**config.mk**
```make
export PLATFORM = sky130hd
export DESIGN_NAME = i2c_master_byte_engine
export DESIGN_NICKNAME = d
export VERILOG_FILES = /design/src/i2cm_pkg.sv /design/src/i2cm_front.sv /design/src/i2cm_seq.sv /design/src/i2cm_out_q.sv /design/src/i2c_master_byte_engine.sv
export SDC_FILE = /design/constraint.sdc
export NUM_CORES = 1
export LEC_CHECK = 0
export BUFFER_PORTS_ARGS = -buffer_cell sky130_fd_sc_hd__buf_2
export CAP_MARGIN = 20
export CORE_MARGIN = 2
export CORE_UTILIZATION = 50
export CTS_CLUSTER_DIAMETER = 80
export DETAILED_ROUTE_END_ITERATION = 12
export PLACE_DENSITY = 0.64
export SYNTH_ARGS = -nofsm -noshare
export SYNTH_HDL_FRONTEND = slang
export SYNTH_SLANG_ARGS = --single-unit
```
**constraint.sdc**
```tcl
create_clock -name clk -period 7.95 [get_ports clk]
set_clock_uncertainty 0.1 [all_clocks]
set_input_delay 0.3975 -clock clk [delete_from_list [all_inputs] [get_ports clk]]
set_output_delay 0.3975 -clock clk [all_outputs]
set_load 0.005 [all_outputs]
```
**src/i2cm_pkg.sv**
```systemverilog
`timescale 1ns / 1ps

package i2cm_pkg;

  localparam int unsigned TickW = 16;
  localparam int unsigned TmoW  = 8;
  localparam int unsigned DlyW  = 18;
  localparam int unsigned CfgDw = 16;

  // Command codes on the input channel.
  localparam logic [2:0] CMD_TICK     = 3'd0;
  localparam logic [2:0] CMD_START    = 3'd1;
  localparam logic [2:0] CMD_STOP     = 3'd2;
  localparam logic [2:0] CMD_WRITE    = 3'd3;
  localparam logic [2:0] CMD_READ     = 3'd4;
  localparam logic [2:0] CMD_WAIT_ACK = 3'd5;

  // Operation kinds after classification.
  localparam logic [2:0] OP_TICK  = 3'd0;
  localparam logic [2:0] OP_START = 3'd1;
  localparam logic [2:0] OP_STOP  = 3'd2;
  localparam logic [2:0] OP_WRITE = 3'd3;
  localparam logic [2:0] OP_READ  = 3'd4;
  localparam logic [2:0] OP_WAIT  = 3'd5;
  localparam logic [2:0] OP_NOP   = 3'd6;

  // Bus sequencer phases.
  localparam logic [4:0] PH_IDLE = 5'd0;
  localparam logic [4:0] PH_ST_A = 5'd1;
  localparam logic [4:0] PH_ST_B = 5'd2;
  localparam logic [4:0] PH_SP_A = 5'd3;
  localparam logic [4:0] PH_SP_B = 5'd4;
  localparam logic [4:0] PH_WR_A = 5'd5;
  localparam logic [4:0] PH_WR_B = 5'd6;
  localparam logic [4:0] PH_WR_C = 5'd7;
  localparam logic [4:0] PH_RD_A = 5'd8;
  localparam logic [4:0] PH_RD_B = 5'd9;
  localparam logic [4:0] PH_AK_A = 5'd10;
  localparam logic [4:0] PH_AK_B = 5'd11;
  localparam logic [4:0] PH_WA_A = 5'd12;
  localparam logic [4:0] PH_WA_B = 5'd13;
  localparam logic [4:0] PH_WA_P = 5'd14;

  // Configuration register indexes.
  localparam logic CFG_TICKS   = 1'b0;
  localparam logic CFG_TIMEOUT = 1'b1;

  localparam logic [TickW-1:0] TICKS_RST   = 16'd100;
  localparam logic [TmoW-1:0]  TIMEOUT_RST = 8'd250;

  typedef struct packed {
    logic [2:0] command;
    logic [7:0] tx_byte;
    logic       send_ack;
    logic       sda_sample;
  } in_item_t;

  typedef struct packed {
    logic       scl_level;
    logic       sda_released;
    logic       busy_res;
    logic       done_res;
    logic [7:0] rx_byte;
    logic       ack_missing;
    logic       rejected;
  } out_item_t;

  typedef struct packed {
    logic [2:0] kind;
    logic [7:0] tx_byte;
    logic       send_ack;
    logic       sda_sample;
  } op_t;

endpackage

```
**src/i2cm_front.sv**
```systemverilog
`timescale 1ns / 1ps

module i2cm_front (
  input  logic               clk,
  input  logic               rst_n,
  input  logic               in_push,
  input  i2cm_pkg::in_item_t in_data,
  output logic               in_full,
  output logic               op_valid,
  output i2cm_pkg::op_t      op_data,
  input  logic               op_take
);

  i2cm_pkg::op_t op_cls;
  i2cm_pkg::op_t q_r [2];
  logic          wr_ptr_r;
  logic          rd_ptr_r;
  logic [1:0]    cnt_r;
  logic [1:0]    cnt_nxt;
  logic          push_ok;
  logic          pop_ok;

  always_comb begin
    op_cls.tx_byte    = in_data.tx_byte;
    op_cls.send_ack   = in_data.send_ack;
    op_cls.sda_sample = in_data.sda_sample;
    case (in_data.command)
      i2cm_pkg::CMD_TICK:     op_cls.kind = i2cm_pkg::OP_TICK;
      i2cm_pkg::CMD_START:    op_cls.kind = i2cm_pkg::OP_START;
      i2cm_pkg::CMD_STOP:     op_cls.kind = i2cm_pkg::OP_STOP;
      i2cm_pkg::CMD_WRITE:    op_cls.kind = i2cm_pkg::OP_WRITE;
      i2cm_pkg::CMD_READ:     op_cls.kind = i2cm_pkg::OP_READ;
      i2cm_pkg::CMD_WAIT_ACK: op_cls.kind = i2cm_pkg::OP_WAIT;
      default:                op_cls.kind = i2cm_pkg::OP_NOP;
    endcase
  end

  assign in_full  = (cnt_r == 2'd2);
  assign op_valid = (cnt_r != 2'd0);
  assign op_data  = q_r[rd_ptr_r];
  assign push_ok  = in_push && !in_full;
  assign pop_ok   = op_take && op_valid;

  always_comb begin
    cnt_nxt = cnt_r;
    if (push_ok && !pop_ok) begin
      cnt_nxt = cnt_r + 2'd1;
    end else if (!push_ok && pop_ok) begin
      cnt_nxt = cnt_r - 2'd1;
    end
  end

  always_ff @(posedge clk) begin
    if (!rst_n) begin
      wr_ptr_r <= 1'b0;
      rd_ptr_r <= 1'b0;
      cnt_r    <= 2'd0;
    end else begin
      cnt_r <= cnt_nxt;
      if (push_ok) begin
        wr_ptr_r <= ~wr_ptr_r;
      end
      if (pop_ok) begin
        rd_ptr_r <= ~rd_ptr_r;
      end
    end
  end

  always_ff @(posedge clk) begin
    if (push_ok) begin
      q_r[wr_ptr_r] <= op_cls;
    end
  end

endmodule

```
**src/i2cm_seq.sv**
```systemverilog
`timescale 1ns / 1ps

module i2cm_seq (
  input  logic                          clk,
  input  logic                          rst_n,
  input  logic                          cfg_we,
  input  logic                          cfg_addr,
  input  logic [i2cm_pkg::CfgDw-1:0]    cfg_wdata,
  input  logic                          op_valid,
  input  i2cm_pkg::op_t                 op_data,
  output logic                          op_take,
  output logic                          res_push,
  output i2cm_pkg::out_item_t           res_data,
  input  logic                          res_full
);

  logic [i2cm_pkg::TickW-1:0] ticks_r;
  logic [i2cm_pkg::TmoW-1:0]  tmo_r;

  logic [4:0]                phase_r, phase_nxt;
  logic [3:0]                bit_r, bit_nxt;
  logic [7:0]                shift_r, shift_nxt;
  logic [i2cm_pkg::DlyW-1:0] dly_r, dly_nxt;
  logic [7:0]                poll_r, poll_nxt;
  logic                      scl_r, scl_nxt;
  logic                      sda_r, sda_nxt;
  logic                      ackc_r, ackc_nxt;
  logic                      tmo_flag_r, tmo_flag_nxt;
  logic [7:0]                rx_r, rx_nxt;

  logic                      fire;
  logic                      busy;
  logic                      done;
  logic                      rej;
  logic [i2cm_pkg::TickW-1:0] t_eff;
  logic [i2cm_pkg::DlyW-1:0] d1, d2, d4;
  logic [i2cm_pkg::DlyW-1:0] dec;
  logic [3:0]                bit_inc;
  logic                      do_poll;

  assign fire    = op_valid && !res_full;
  assign op_take = fire;
  assign busy    = (phase_r != i2cm_pkg::PH_IDLE);

  // A zero tick setting counts as one tick per delay unit.
  assign t_eff = (ticks_r == '0) ? {{(i2cm_pkg::TickW-1){1'b0}}, 1'b1} : ticks_r;
  assign d1    = {2'b00, t_eff};
  assign d2    = {1'b0, t_eff, 1'b0};
  assign d4    = {t_eff, 2'b00};
  assign dec   = (dly_r != '0) ? dly_r - {{(i2cm_pkg::DlyW-1){1'b0}}, 1'b1} : dly_r;
  assign bit_inc = bit_r + 4'd1;
  assign do_poll = (phase_r == i2cm_pkg::PH_WA_P)
                || ((phase_r == i2cm_pkg::PH_WA_B) && (dec == '0));

  always_comb begin
    phase_nxt    = phase_r;
    bit_nxt      = bit_r;
    shift_nxt    = shift_r;
    dly_nxt      = dly_r;
    poll_nxt     = poll_r;
    scl_nxt      = scl_r;
    sda_nxt      = sda_r;
    ackc_nxt     = ackc_r;
    tmo_flag_nxt = tmo_flag_r;
    rx_nxt       = rx_r;
    done         = 1'b0;
    rej          = 1'b0;

    case (op_data.kind)
      i2cm_pkg::OP_START, i2cm_pkg::OP_STOP, i2cm_pkg::OP_WRITE,
      i2cm_pkg::OP_READ, i2cm_pkg::OP_WAIT: begin
        if (busy) begin
          rej = 1'b1;
        end else begin
          tmo_flag_nxt = 1'b0;
          bit_nxt      = 4'd0;
          case (op_data.kind)
            i2cm_pkg::OP_START: begin
              sda_nxt   = 1'b1;
              scl_nxt   = 1'b1;
              phase_nxt = i2cm_pkg::PH_ST_A;
              dly_nxt   = d4;
            end
            i2cm_pkg::OP_STOP: begin
              scl_nxt   = 1'b0;
              sda_nxt   = 1'b0;
              phase_nxt = i2cm_pkg::PH_SP_A;
              dly_nxt   = d4;
            end
            i2cm_pkg::OP_WRITE: begin
              scl_nxt   = 1'b0;
              sda_nxt   = op_data.tx_byte[7];
              shift_nxt = {op_data.tx_byte[6:0], 1'b0};
              phase_nxt = i2cm_pkg::PH_WR_A;
              dly_nxt   = d2;
            end
            i2cm_pkg::OP_READ: begin
              sda_nxt   = 1'b1;
              shift_nxt = 8'd0;
              ackc_nxt  = op_data.send_ack;
              scl_nxt   = 1'b0;
              phase_nxt = i2cm_pkg::PH_RD_A;
              dly_nxt   = d2;
            end
            default: begin
              sda_nxt   = 1'b1;
              poll_nxt  = 8'd0;
              phase_nxt = i2cm_pkg::PH_WA_A;
              dly_nxt   = d1;
            end
          endcase
        end
      end
      i2cm_pkg::OP_TICK: begin
        if (busy) begin
          if (do_poll) begin
            if (!op_data.sda_sample) begin
              scl_nxt   = 1'b0;
              phase_nxt = i2cm_pkg::PH_IDLE;
              dly_nxt   = '0;
              done      = 1'b1;
            end else if (poll_r >= tmo_r) begin
              // Give up: pull both lines low and run a full stop.
              tmo_flag_nxt = 1'b1;
              scl_nxt      = 1'b0;
              sda_nxt      = 1'b0;
              phase_nxt    = i2cm_pkg::PH_SP_A;
              dly_nxt      = d4;
            end else begin
              poll_nxt  = poll_r + 8'd1;
              phase_nxt = i2cm_pkg::PH_WA_P;
              dly_nxt   = '0;
            end
          end else begin
            dly_nxt = dec;
            if (dec == '0) begin
              case (phase_r)
                i2cm_pkg::PH_ST_A: begin
                  sda_nxt   = 1'b0;
                  phase_nxt = i2cm_pkg::PH_ST_B;
                  dly_nxt   = d4;
                end
                i2cm_pkg::PH_ST_B: begin
                  scl_nxt   = 1'b0;
                  phase_nxt = i2cm_pkg::PH_IDLE;
                  done      = 1'b1;
                end
                i2cm_pkg::PH_SP_A: begin
                  scl_nxt   = 1'b1;
                  phase_nxt = i2cm_pkg::PH_SP_B;
                  dly_nxt   = d4;
                end
                i2cm_pkg::PH_SP_B: begin
                  sda_nxt   = 1'b1;
                  phase_nxt = i2cm_pkg::PH_IDLE;
                  done      = 1'b1;
                end
                i2cm_pkg::PH_WR_A: begin
                  scl_nxt   = 1'b1;
                  phase_nxt = i2cm_pkg::PH_WR_B;
                  dly_nxt   = d2;
                end
                i2cm_pkg::PH_WR_B: begin
                  scl_nxt   = 1'b0;
                  phase_nxt = i2cm_pkg::PH_WR_C;
                  dly_nxt   = d2;
                end
                i2cm_pkg::PH_WR_C: begin
                  bit_nxt = bit_inc;
                  if (bit_inc[3]) begin
                    phase_nxt = i2cm_pkg::PH_IDLE;
                    done      = 1'b1;
                  end else begin
                    sda_nxt   = shift_r[7];
                    shift_nxt = {shift_r[6:0], 1'b0};
                    phase_nxt = i2cm_pkg::PH_WR_A;
                    dly_nxt   = d2;
                  end
                end
                i2cm_pkg::PH_RD_A: begin
                  scl_nxt   = 1'b1;
                  shift_nxt = {shift_r[6:0], op_data.sda_sample};
                  phase_nxt = i2cm_pkg::PH_RD_B;
                  dly_nxt   = d1;
                end
                i2cm_pkg::PH_RD_B: begin
                  bit_nxt = bit_inc;
                  if (bit_inc[3]) begin
                    rx_nxt    = shift_r;
                    scl_nxt   = 1'b0;
                    sda_nxt   = ~ackc_r;
                    phase_nxt = i2cm_pkg::PH_AK_A;
                    dly_nxt   = d2;
                  end else begin
                    scl_nxt   = 1'b0;
                    phase_nxt = i2cm_pkg::PH_RD_A;
                    dly_nxt   = d2;
                  end
                end
                i2cm_pkg::PH_AK_A: begin
                  scl_nxt   = 1'b1;
                  phase_nxt = i2cm_pkg::PH_AK_B;
                  dly_nxt   = d2;
                end
                i2cm_pkg::PH_AK_B: begin
                  scl_nxt   = 1'b0;
                  phase_nxt = i2cm_pkg::PH_IDLE;
                  done      = 1'b1;
                end
                i2cm_pkg::PH_WA_A: begin
                  scl_nxt   = 1'b1;
                  phase_nxt = i2cm_pkg::PH_WA_B;
                  dly_nxt   = d1;
                end
                default: begin
                  phase_nxt = i2cm_pkg::PH_IDLE;
                  dly_nxt   = '0;
                  done      = 1'b1;
                end
              endcase
            end
          end
        end
      end
      default: ;
    endcase
  end

  always_comb begin
    res_push              = fire;
    res_data.scl_level    = scl_nxt;
    res_data.sda_released = sda_nxt;
    res_data.busy_res     = (phase_nxt != i2cm_pkg::PH_IDLE);
    res_data.done_res     = done;
    res_data.rx_byte      = rx_nxt;
    res_data.ack_missing  = tmo_flag_nxt;
    res_data.rejected     = rej;
  end

  always_ff @(posedge clk) begin
    if (!rst_n) begin
      ticks_r    <= i2cm_pkg::TICKS_RST;
      tmo_r      <= i2cm_pkg::TIMEOUT_RST;
      phase_r    <= i2cm_pkg::PH_IDLE;
      bit_r      <= 4'd0;
      shift_r    <= 8'd0;
      dly_r      <= '0;
      poll_r     <= 8'd0;
      scl_r      <= 1'b1;
      sda_r      <= 1'b1;
      ackc_r     <= 1'b0;
      tmo_flag_r <= 1'b0;
      rx_r       <= 8'd0;
    end else begin
      if (cfg_we) begin
        if (cfg_addr == i2cm_pkg::CFG_TICKS) begin
          ticks_r <= cfg_wdata;
        end else begin
          tmo_r <= cfg_wdata[i2cm_pkg::TmoW-1:0];
        end
      end
      if (fire) begin
        phase_r    <= phase_nxt;
        bit_r      <= bit_nxt;
        shift_r    <= shift_nxt;
        dly_r      <= dly_nxt;
        poll_r     <= poll_nxt;
        scl_r      <= scl_nxt;
        sda_r      <= sda_nxt;
        ackc_r     <= ackc_nxt;
        tmo_flag_r <= tmo_flag_nxt;
        rx_r       <= rx_nxt;
      end
    end
  end

endmodule

```
**src/i2cm_out_q.sv**
```systemverilog
`timescale 1ns / 1ps

module i2cm_out_q (
  input  logic                clk,
  input  logic                rst_n,
  input  logic                res_push,
  input  i2cm_pkg::out_item_t res_data,
  output logic                res_full,
  output logic                out_empty,
  output i2cm_pkg::out_item_t out_data,
  input  logic                out_pop
);

  i2cm_pkg::out_item_t q_r [2];
  logic                wr_ptr_r;
  logic                rd_ptr_r;
  logic [1:0]          cnt_r;
  logic [1:0]          cnt_nxt;
  logic                push_ok;
  logic                pop_ok;

  assign res_full  = (cnt_r == 2'd2);
  assign out_empty = (cnt_r == 2'd0);
  assign out_data  = q_r[rd_ptr_r];
  assign push_ok   = res_push && !res_full;
  assign pop_ok    = out_pop && !out_empty;

  always_comb begin
    cnt_nxt = cnt_r;
    if (push_ok && !pop_ok) begin
      cnt_nxt = cnt_r + 2'd1;
    end else if (!push_ok && pop_ok) begin
      cnt_nxt = cnt_r - 2'd1;
    end
  end

  always_ff @(posedge clk) begin
    if (!rst_n) begin
      wr_ptr_r <= 1'b0;
      rd_ptr_r <= 1'b0;
      cnt_r    <= 2'd0;
    end else begin
      cnt_r <= cnt_nxt;
      if (push_ok) begin
        wr_ptr_r <= ~wr_ptr_r;
      end
      if (pop_ok) begin
        rd_ptr_r <= ~rd_ptr_r;
      end
    end
  end

  always_ff @(posedge clk) begin
    if (push_ok) begin
      q_r[wr_ptr_r] <= res_data;
    end
  end

endmodule

```
**src/i2c_master_byte_engine.sv**
```systemverilog
`timescale 1ns / 1ps
// I2C master byte engine. Each item pushed on the input queue port is either a
// time tick or a bus command (start, stop, write byte, read byte, wait ack).
// Every accepted item produces exactly one result on the output queue port,
// carrying the SCL/SDA levels to drive plus busy, done, received byte,
// missing-ack and rejected status.
// Items pass a two-entry input queue, the bus sequencer (one item per cycle
// while the result queue has room) and a two-entry result queue. Each item is
// registered in the input queue and its result in the result queue before it
// can be popped, and with pop held high the block sustains one transfer per
// clock cycle in both directions; the sequencer's state update sets that rate.
// Configuration writes (tick scaling and ack timeout) take effect at once and
// are meant to be issued while no command is in progress.
// Reset puts the bus lines released high, the sequencer idle, the registers
// at their defaults and both queues empty. When the receiver stops popping,
// the result queue fills, the sequencer halts, and full rises once the input
// queue holds two items; nothing is lost.

module i2c_master_byte_engine (
  input  logic                       clk,
  input  logic                       rst_n,
  input  logic                       in_push,
  input  i2cm_pkg::in_item_t         in_data,
  output logic                       in_full,
  output logic                       out_empty,
  output i2cm_pkg::out_item_t        out_data,
  input  logic                       out_pop,
  input  logic                       cfg_we,
  input  logic                       cfg_addr,
  input  logic [i2cm_pkg::CfgDw-1:0] cfg_wdata
);

  logic                op_valid;
  i2cm_pkg::op_t       op_data;
  logic                op_take;
  logic                res_push;
  i2cm_pkg::out_item_t res_data;
  logic                res_full;

  i2cm_front u_front (
    .clk      (clk),
    .rst_n    (rst_n),
    .in_push  (in_push),
    .in_data  (in_data),
    .in_full  (in_full),
    .op_valid (op_valid),
    .op_data  (op_data),
    .op_take  (op_take)
  );

  i2cm_seq u_seq (
    .clk       (clk),
    .rst_n     (rst_n),
    .cfg_we    (cfg_we),
    .cfg_addr  (cfg_addr),
    .cfg_wdata (cfg_wdata),
    .op_valid  (op_valid),
    .op_data   (op_data),
    .op_take   (op_take),
    .res_push  (res_push),
    .res_data  (res_data),
    .res_full  (res_full)
  );

  i2cm_out_q u_out_q (
    .clk       (clk),
    .rst_n     (rst_n),
    .res_push  (res_push),
    .res_data  (res_data),
    .res_full  (res_full),
    .out_empty (out_empty),
    .out_data  (out_data),
    .out_pop   (out_pop)
  );

endmodule

```
# Word level (Yosys, flattened, before mapping)
# Memory sizes are Yosys's and may differ from the RTL's. A register that Yosys moved wholly into a read port is not among the register bits.
# Index checks and enable logic that the tools add are counted.
# word_totals
regBits,87
latch_bits,0
ram_bits,54
mem_bits_ro,0
inputBits,35
output_inout_bits,16
wordCells,221
memories,2
# classes
add_sub_neg,7
multipliers,0
div,0
n_lt_le_gt_ge,1
eq_ne,38
shift,0
mux,98
n_bitwise,7
n_reduce_logical,50
# mem_list
memory,depth,width,read_ports,rd_clocked_by_memory_dff,wr,line,source
u_out_q.q_r,2,14,1,1,1,i2cm_out_q.sv:14,i2cm_pkg::out_item_t q_r [2];
u_front.q_r,2,13,1,1,1,i2cm_front.sv:15,i2cm_pkg::op_t q_r [2];
# ops
operator,count
18-bit 2-to-1 mux,8
8-bit 2-to-1 mux,17
18-bit case mux with 5 select lines,1
18-bit case mux with 2 select lines,2
8-bit case mux with 2 select lines,4
5-bit case mux with 9 select lines,1
"5-bit by 4-bit == test with 1-bit output, second input constant",7
1-bit 2-to-1 mux,35
5-bit 2-to-1 mux,5
4-bit 2-to-1 mux,6
"5-bit by 3-bit == test with 1-bit output, second input constant",4
18-bit logical NOT,1
3-bit case mux with 6 select lines,1
18-bit nonzero test,1
"18-bit by 1-bit subtractor with 18-bit output, second input constant",1
16-bit logical NOT,1
16-bit 2-to-1 mux,1
4-bit case mux with 4 select lines,1
1-bit case mux with 2 select lines,7
"3-bit by 2-bit == test with 1-bit output, second input constant",4
"3-bit == test, second input constant",4
4-bit OR reduction,3
"5-bit by 2-bit == test with 1-bit output, second input constant",2
1-bit logical AND,10
other kinds (33),74

# Logic depth before layout (Yosys ltp)
# Gate-level depths: netlist of run 1.
# depth
depth_word,9
ltp_mapped,15
ltp_nobuf,11

# Hierarchy
# A second synthesis of run 1 with hierarchy kept.
# hier_totals
cells_unflattened,1025
hier_area_um2,8629.5
# by_module_without_submodules
module,instances,cells_per_inst,area_each_um2
i2cm_seq,1,888,6214.7
i2cm_out_q,1,68,1237.4
i2cm_front,1,69,1177.4

# Least setup slack after synthesis of run 1
# No wires, ideal clock.
# synth_timing
path_kind,reg2reg
from,reg u_seq.dly_r[0] in the netlist's numbering
to,"mem u_out_q.q_r[0][11] in the netlist's numbering, data pin"
setup_time_ps,274
arrival_ps,3327
t_required_ps,7576
setup_slack_ps,4249
path_stages_with_launch,15
n_path_buf,4
cell_sequence,dfxtp_1 -> clkbuf_1 -> inv_1 -> ha_1 -> or4b_4 -> buf_6 -> or3_4 -> a32o_1 -> a211oi_2 -> nand4_2 -> buf_2 -> buf_2 -> a211o_1 -> a31oi_1 -> nand4_1
# synth_lines
item,line,source
"start, declared",i2cm_seq.sv:23,"logic [i2cm_pkg::DlyW-1:0] dly_r, dly_nxt;"
"start signal, assigned",i2cm_seq.sv:266,dly_r <= dly_nxt;
"end, declared",i2cm_out_q.sv:14,

# Final worst setup path of run 1
# layout_timing
from,reg u_seq.dly_r[0] in the netlist's numbering
to,reg u_seq.poll_r[6]
# layout_via
elab_chain_cells,7
# layout_rtl
item,line,source
18-bit by 1-bit subtractor with 18-bit output or 18-bit nonzero test (tied branches),i2cm_seq.sv:50,"assign dec = (dly_r != '0) ? dly_r - {{(i2cm_pkg::DlyW-1){1'b0}}, 1'b1} : dly_r;"
18-bit 2-to-1 mux *,i2cm_seq.sv:50,
18-bit logical NOT *,i2cm_seq.sv:53,|| ((phase_r == i2cm_pkg::PH_WA_B) && (dec == '0));
1-bit logical AND *,i2cm_seq.sv:53,
1-bit logical OR *,i2cm_seq.sv:53,
2-bit by 1-bit != test with 1-bit output (no line) *,-,
8-bit AND reduction (no line) *,-,
"end signal, assigned",i2cm_seq.sv:267,poll_r <= poll_nxt;
"end, declared",i2cm_seq.sv:24,"logic [7:0] poll_r, poll_nxt;"
# Mark *: on every way between the ends. The rest lies on a longest branch, timed or not.
# A chain may end at the register's enable or synchronous reset.

==> out/summary.txt, run 1 <==
Antenna violations before repair - 1
Synth Net Count - 1022
Drt wl/cell - 18.8 microns
Reg clk slew, reported paths - 0.06 ns
GRT Util Overall - 25.5%
Inserted Clock Buffers - 17
Die area - 17900 sq um
First-pass GRT wire length - 36.3 mm
Seq cells post-synth - 143
Ys async rst share - 0%
Layout area overhead - 10.4%
Slew margin rel. - 28.4%
Via/cell ratio - 6.29
Final Max Tran Viols - 0
Comb pwr share - 50.0%
Final setup violation count - 0
Critical Path Fanout Max - 24
Post-CTS Repair Setup Buffers - 0
Worst min-delay path class - primary input to flop
Yosys warnings - 0
Nets - 1016
DR vias - 7553
Worst Tran Pin Value - 1.05 ns
Cell internal pwr - 0.00213 W
Sequential area share after synthesis - 40.3%
Grt ovf - 0
Final period utilization - 62.5%
# DRC - 0
Initial core utilization - 51.1%
Pwr per Cell Area - 405 nW/um^2
RSZ-0062 raised after global routing - false
Setup_tns - 0 ns
Number of flops mapped to enable cells by yosys - 54
Initial drt markers - 942
Sw Ratio - 43.4%
Die Height - 134 microns
Clock buffer depth - 2
Detail Route Antenna Nets - 0
Commonest register cell after synthesis - dfxtp_1
WS Path Type - flop to flop
Clk_lat worst skew - 0.42 ns
Max Cap Viol - 0
Worst path arrival time - 5.21 ns
Syn Std Cell Area - 8440 sq um
Fmax - 201 MHz
Antenna cells - 0
DP Worst Slack - 3.14 ns
IO Count - 51
Setup crit end kind - flop
GPL Wtd Cong - 0.906
Core box area - 16500 sq um
Mapped Cells - 974
# rows - 47
CTS Root Buffer Type - clkbuf_16
First-pass iteration count of the detailed router - 9
Synth cell types - 77
Hold buffer count at cts - 0
TritonCTS clock tree - built
VDD IR max - 0.000224 V
CP Launch Type - flop
Clock power frac - 21.4%
Status - completed
Chip width - 134 microns
Final worst path period need - 4.97 ns
Leakage power figure - 3.43 nW
Worst EP required - 8.19 ns
Final Core Density - 56.3%
Number of global-route vias before repair - 6640
Post-DP HPWL - 15.3 mm
Psw - 0.00164 W
H-tree levels - 4
Post-CTS resize count - 0
Syn Area/Cell - 8.66 sq um
Largest net degree at the start of global routing - 82
Final wirelength - 22.6 mm
Final setup margin - 2.98 ns
Clock sinks - 143
Number of port buffers - 50
Final hold violations - 0
Share of layout cells above drive strength 1 - 14.2%
Flop pwr share - 28.6%
registers in the layout, indices dropped and copies added (netlist names), named ones only:
register / cells
u_out_q.q_r: 28
u_front.q_r: 26
u_out_q.cnt_r: 2
u_out_q.wr_ptr_r: 1
u_seq.bit_r: 4
u_seq.sda_r: 1
u_seq.scl_r: 1
u_seq.shift_r: 8
u_seq.dly_r: 18
u_seq.rx_r: 8
u_seq.ackc_r: 1
u_seq.tmo_flag_r: 1
u_seq.tmo_r: 8
u_front.rd_ptr_r: 1
u_seq.poll_r: 8
u_out_q.rd_ptr_r: 1
u_front.wr_ptr_r: 1
u_seq.ticks_r: 16
u_seq.phase_r: 5
u_front.cnt_r: 2
area by class of cell:
class | instances | area (sq um)
multi-input combinational | 725 | 4630
inverter | 20 | 75.1
fill | 1481 | 7210
clock inverter | 13 | 164
timing repair buffer | 61 | 337
clock buffer | 18 | 429
sequential | 143 | 3400
tap | 220 | 275
worst max-delay path, stage by stage (launching register included):
cell,delay [ns]
dfxtp_1,0.38
inv_1,0.08
ha_1,0.21
nor4b_1,0.52
nand2_1,0.25
nor4_2,0.74
o311a_1,0.28
nand4_2,0.53
o21ai_4,0.64
a31oi_1,0.40
or4_1,0.60
a21oi_1,0.15
through the flow:
stage,hold slack [ns],instances,cell area (sq um),power (W)
finish,0.0625,1200,9310,0.00377
global route,0.0516,1200,9310,0.00399
CTS,0.0506,1199,9300,0.00373
detailed placement,0.360,1168,8710,0.00291
global placement,0.356,1167,8700,0.00293
floorplan,0.343,974,8440,0.00245
cells in the mapped netlist (all sizes together) (9+ instances only):
| cell | count | area (sq um) |
|---|---|---|
| clkbuf | 67 | 251 |
| nand2 | 128 | 480 |
| mux2 | 27 | 304 |
| o21a | 13 | 97.6 |
| inv | 20 | 75.1 |
| buf | 19 | 95.1 |
| dfxtp | 89 | 1780 |
| a211oi | 9 | 77.6 |
| xnor2 | 9 | 78.8 |
| and2 | 16 | 100 |
| o31ai | 9 | 67.6 |
| o211ai | 16 | 120 |
| nand3 | 40 | 205 |
| or4 | 10 | 75.1 |
| a222oi | 13 | 130 |
| ha | 13 | 163 |
| a31oi | 15 | 93.8 |
| or3 | 15 | 98.8 |
| nor2 | 52 | 195 |
| a21oi | 40 | 204 |
| nor3 | 17 | 85.1 |
| edfxtp | 54 | 1620 |
| a21boi | 29 | 218 |
| nor4 | 12 | 81.3 |
| mux2i | 32 | 320 |
| nor2b | 14 | 87.6 |
| o21ai | 89 | 460 |
cells in the final DEF, fill, tap and decap left out, drive strengths merged, types with 7 or more instances in the layout:
master,n
edfxtp,54
nor2b,14
a31oi,15
and2,16
nor2,52
buf,61
mux2,27
a22oi,8
mux2i,32
o21a,13
a21oi,40
a221oi,8
nand4,8
dfxtp,89
o31ai,9
nand3,40
a211oi,9
o211ai,16
a21boi,29
a21o,8
or4,10
a222oi,13
or3,15
o221ai,8
nand2b,7
xnor2,9
ha,13
clkbuf,18
nor4,12
xor2,7
inv,23
o21ai,89
nor3,17
nand2,128
power by group through the flow:
stage	Combinational (W)	Clock (W)	Sequential (W)
6_report	0.00189	0.000806	0.00108
5_1_grt	0.00205	0.000850	0.00110
4_1_cts	0.00184	0.000819	0.00108
3_5_place_dp	0.00182	0	0.00109
3_3_place_gp	0.00185	0	0.00109
2_1_floorplan	0.00147	0	0.000984
layer usage:
| layer | vias to the layer above | track usage (%) | wire [microns] |
|---|---|---|---|
| met5 | - | 0 | 0 |
| met4 | 0 | 7.62 | 348 |
| met3 | 32 | 6.35 | 2050 |
| met2 | 344 | 34.6 | 9280 |
| met1 | 3559 | 39.4 | 10900 |
| li1 | 3618 | - | - |
final timing paths:
path,end,slack [ns],start,cells after the start
worst max-delay path,u_seq.poll_r[6],2.98,u_seq.dly_r[0],11
worst min-delay path,u_front.q_r[0][2],0.06,in_data[2],1
worst max register to register,u_seq.poll_r[6],2.98,u_seq.dly_r[0],11
worst min register to register,u_seq.ticks_r[0],0.37,u_seq.ticks_r[0],2
cells by family (layout without fill, tap and decap cells):
group / after synthesis / in the layout / synth area share (%)
buffers and inverters: 106 / 112 / 5.00
AO/OA/AOI/OAI: 295 / 295 / 23.6
multiplexers: 59 / 59 / 7.40
adder cells (fa/ha/maj): 13 / 13 / 1.93
AND/OR/NAND/NOR: 342 / 342 / 20.0
flip-flops: 143 / 143 / 40.3
XOR/XNOR: 16 / 16 / 1.66
Power figures use the tool's default switching activity.
==> run 2, diff against run 1 <==
Settings changed: ABC_AREA set to 1, PLACE_DENSITY 0.64 to 0.63.
Clock period 7.95 ns to 5.2 ns, I/O delays scaled along.
==> run 2 against run 1 <==
Against the previous run: total power increased by 92%; final area increased by 8.1%; synthesized cell count increased by 25%; first-iteration DRC count decreased by 11%; combinational power increased by 120%; final cell count increased by 25%; sequential cell count unchanged; setup slack got worse by 1.7 ns; critical path type unchanged; critical endpoint is now u_seq.poll_r[4].
==> out/summary.txt, run 2 <==
Status - completed
Final period utilization - 76.0% (+14 points)
Hold path depth - 3 (+2)
Leading area contributor after synthesis - dfxtp_1
Detail Route Antenna Nets - 0 (unchanged)
Slowest cell on crit path - nor2_4
Commonest cells post-synth - nand2_1 (269), inv_1 (119), a21oi_1 (110)
VDD IR max - 0.000425 V (+90%)
Nets - 1312 (+29%)
Flop pwr share - 24.7% (-3.9 points)
Most common cell after layout, fill and taps aside - nand2_1
Leakage power figure - 4.19 nW (+22%)
Die Height - 137 microns (+2.6%)
Synth top area cells - dfxtp_1 (20%), edfxtp_1 (18%), nand2_1 (11%), a21oi_1 (6.2%), o21ai_0 (5.8%)
IO Count - 51 (unchanged)
Via/cell ratio - 5.57 (-11%)
CP Launch Type - flop
Chip width - 137 microns (+2.6%)
Antenna cells - 0 (unchanged)
Synth Net Count - 1264 (+24%)
# rows - 48 (+2.1%)
Commonest register cell after synthesis - dfxtp_1
Ys async rst share - 0% (unchanged)
Pwr per Cell Area - 719 nW/um^2 (+78%)
Post-CTS resize count - 0 (unchanged)
DR vias - 8370 (+11%)
CP peak stage delay - 0.69 ns (-0.05 ns)
Synth cell types - 53 (-31%)
Final wirelength - 24.3 mm (+7.6%)
Final setup violation count - 0 (unchanged)
Top Registers - u_out_q.q_r (28), u_front.q_r (26), u_seq.dly_r (18)
Fmax - 253 MHz (+26%)
Number of fill cells - 1672 (+13%)
Cell internal pwr - 0.00356 W (+67%)
Sequential area share after synthesis - 38.3% (-2.0 points)
Worst EP required - 5.45 ns (-2.74 ns)
RSZ-0062 raised after global routing - false
Number of global-route vias before repair - 7429 (+12%)
Initial core utilization - 51.2% (+0.15 points)
Yosys warnings - 0 (unchanged)
Comb pwr share - 58.2% (+8.2 points)
Antenna violations before repair - 0 (-1)
Initial drt markers - 838 (-11%)
Number of port buffers - 50 (unchanged)
Setup_tns - 0 ns (unchanged)
Largest net degree at the start of global routing - 59 (-28%)
GPL Wtd Cong - 1.01 (+11%)
Largest Register - u_out_q.q_r
Final Core Density - 58.0% (+1.6 points)
Final Max Tran Viols - 0 (unchanged)
Worst path arrival time - 4.20 ns (-1.01 ns)
Worst min-delay path class - primary input to flop
Number of flops mapped to enable cells by yosys - 54 (unchanged)
Clk_lat worst skew - 0.43 ns (about the same)
Syn Std Cell Area - 8890 sq um (+5.4%)
Sw Ratio - 50.9% (+7.4 points)
Worst Tran Pin Value - 0.921 ns (-0.130 ns)
Grt ovf - 0 (unchanged)
First-pass GRT wire length - 39.3 mm (+8.3%)
Clock sinks - 143 (unchanged)
Setup crit end kind - flop
Psw - 0.00368 W (+120%)
First-pass iteration count of the detailed router - 6 (-3)
Max FFs per register - 28 (unchanged)
Max Cap Viol - 0 (unchanged)
Worst path cell trace - inv_2 -> nand2_1 -> nand2_2 -> nor2_8 -> inv_2 -> nor2_4 -> inv_1 -> o21ai_2 -> inv_1 -> nand4_1 -> nand2_1 -> a21oi_1
Most common cell in the netlist - nand2_1
Syn Area/Cell - 7.31 sq um (-16%)
CTS Root Buffer Type - clkbuf_16
Core box area - 17400 sq um (+5.0%)
Critical Path Fanout Max - 36 (+50%)
TritonCTS clock tree - built
# DRC - 0 (unchanged)
H-tree levels - 4 (unchanged)
Mapped Cells - 1216 (+25%)
Post-DP HPWL - 17.2 mm (+13%)
Share of layout cells above drive strength 1 - 15.0% (+0.77 points)
Layout area overhead - 13.2%
Die area - 18900 sq um (+5.2%)
Reg clk slew, reported paths - 0.07 ns (about the same)
Inserted Clock Buffers - 17 (unchanged)
Synth top area share - 20.0% (-1.1 points)
WS Path Type - flop to flop
Clock power frac - 17.0% (-4.4 points)
Clock buffer depth - 2 (unchanged)
Worst reg2reg path depth - 12 (+1)
Final hold violations - 0 (unchanged)
Commonest cells after routing, fill and taps aside - nand2_1 (269), inv_1 (119), a21oi_1 (110)
Slew margin rel. - 38.5% (+10 points)
Seq cells post-synth - 143 (unchanged)
Drt wl/cell - 16.2 microns (-14%)
Final worst path period need - 3.95 ns (-1.02 ns)
GRT Util Overall - 26.6% (+1.1 points)
[run 2: logic make-up after synthesis]
| family | share of synthesized area, % |
|---|---|
| compound gates | 20.7 |
| xor+xnor | 0.887 |
| fa+ha+maj | 1.83 |
| buf+inv | 8.69 |
| flops | 38.3 |
| mux | 1.77 |
| simple gates | 27.9 |
[run 2: metrics by stage]
step | std cells | total power, W | hold slack (ns) | area, sq um | setup slack, ns
3_3_place_gp | 1446 | 0.00590 | 0.337 | 9230 | 1.49
6_report | 1502 | 0.00724 | 0.0124 | 10100 | 1.25
4_1_cts | 1500 | 0.00719 | 0.00292 | 10000 | 1.26
5_1_grt | 1502 | 0.00785 | 0.0117 | 10100 | 0.800
3_5_place_dp | 1446 | 0.00592 | 0.352 | 9230 | 1.31
2_1_floorplan | 1216 | 0.00499 | 0.259 | 8890 | 2.57
[run 2: layer usage]
layer / vias to the layer above / wire [microns] / share of wire [%] / GRT usage (%)
li1: 4234 / - / - / -
met1: 3756 / 11800 / 49 / 40.6
met2: 356 / 10200 / 42 / 37.8
met3: 24 / 2030 / 8.3 / 5.67
met4: 0 / 244 / 1.0 / 6.64
met5: - / 0 / 0 / 0
[run 2: cell type report]
cell class	instances	area [sq um]	area share (%)
Clock buffer	17	425	4.23
Clock inverter	15	171	1.70
Inverter	132	500	4.97
Multi-Input combinational cell	888	4730	47.0
Sequential cell	143	3400	33.8
Tap cell	225	282	2.80
Timing Repair Buffer	82	553	5.49
[run 2: power groups by stage]
stage / combinational, W / clock [W] / sequential [W]
floorplan: 0.00329 / 0 / 0.00170
global placement: 0.00410 / 0 / 0.00180
detailed placement: 0.00412 / 0 / 0.00181
CTS: 0.00416 / 0.00125 / 0.00178
global route: 0.00473 / 0.00129 / 0.00183
finish: 0.00422 / 0.00123 / 0.00179
[run 2: path summary, 6_finish.rpt]
| check | from | end | slack (ns) |
|---|---|---|---|
| min | cfg_wdata[9] | u_seq.ticks_r[9] | 0.01 |
| max | flop | u_seq.poll_r[4] | 1.25 |
| max reg2reg | flop | u_seq.poll_r[4] | 1.25 |
| min reg2reg | u_front.rd_ptr_r | u_front.rd_ptr_r | 0.36 |
[run 2: what timing repair did]
item | CTS | global route
hold buffers | 22 | 0
setup buffers | 0 | 0
hold endpoints to repair | 36 | 0
[run 2: critical path: cells and delay by family, from the launching register on]
family,cells,cell delay (ns)
and+or+nand+nor,6,1.52
buffers and inverters,4,1.23
DFF,1,0.56
AOI/OAI and AO/OA,2,0.44
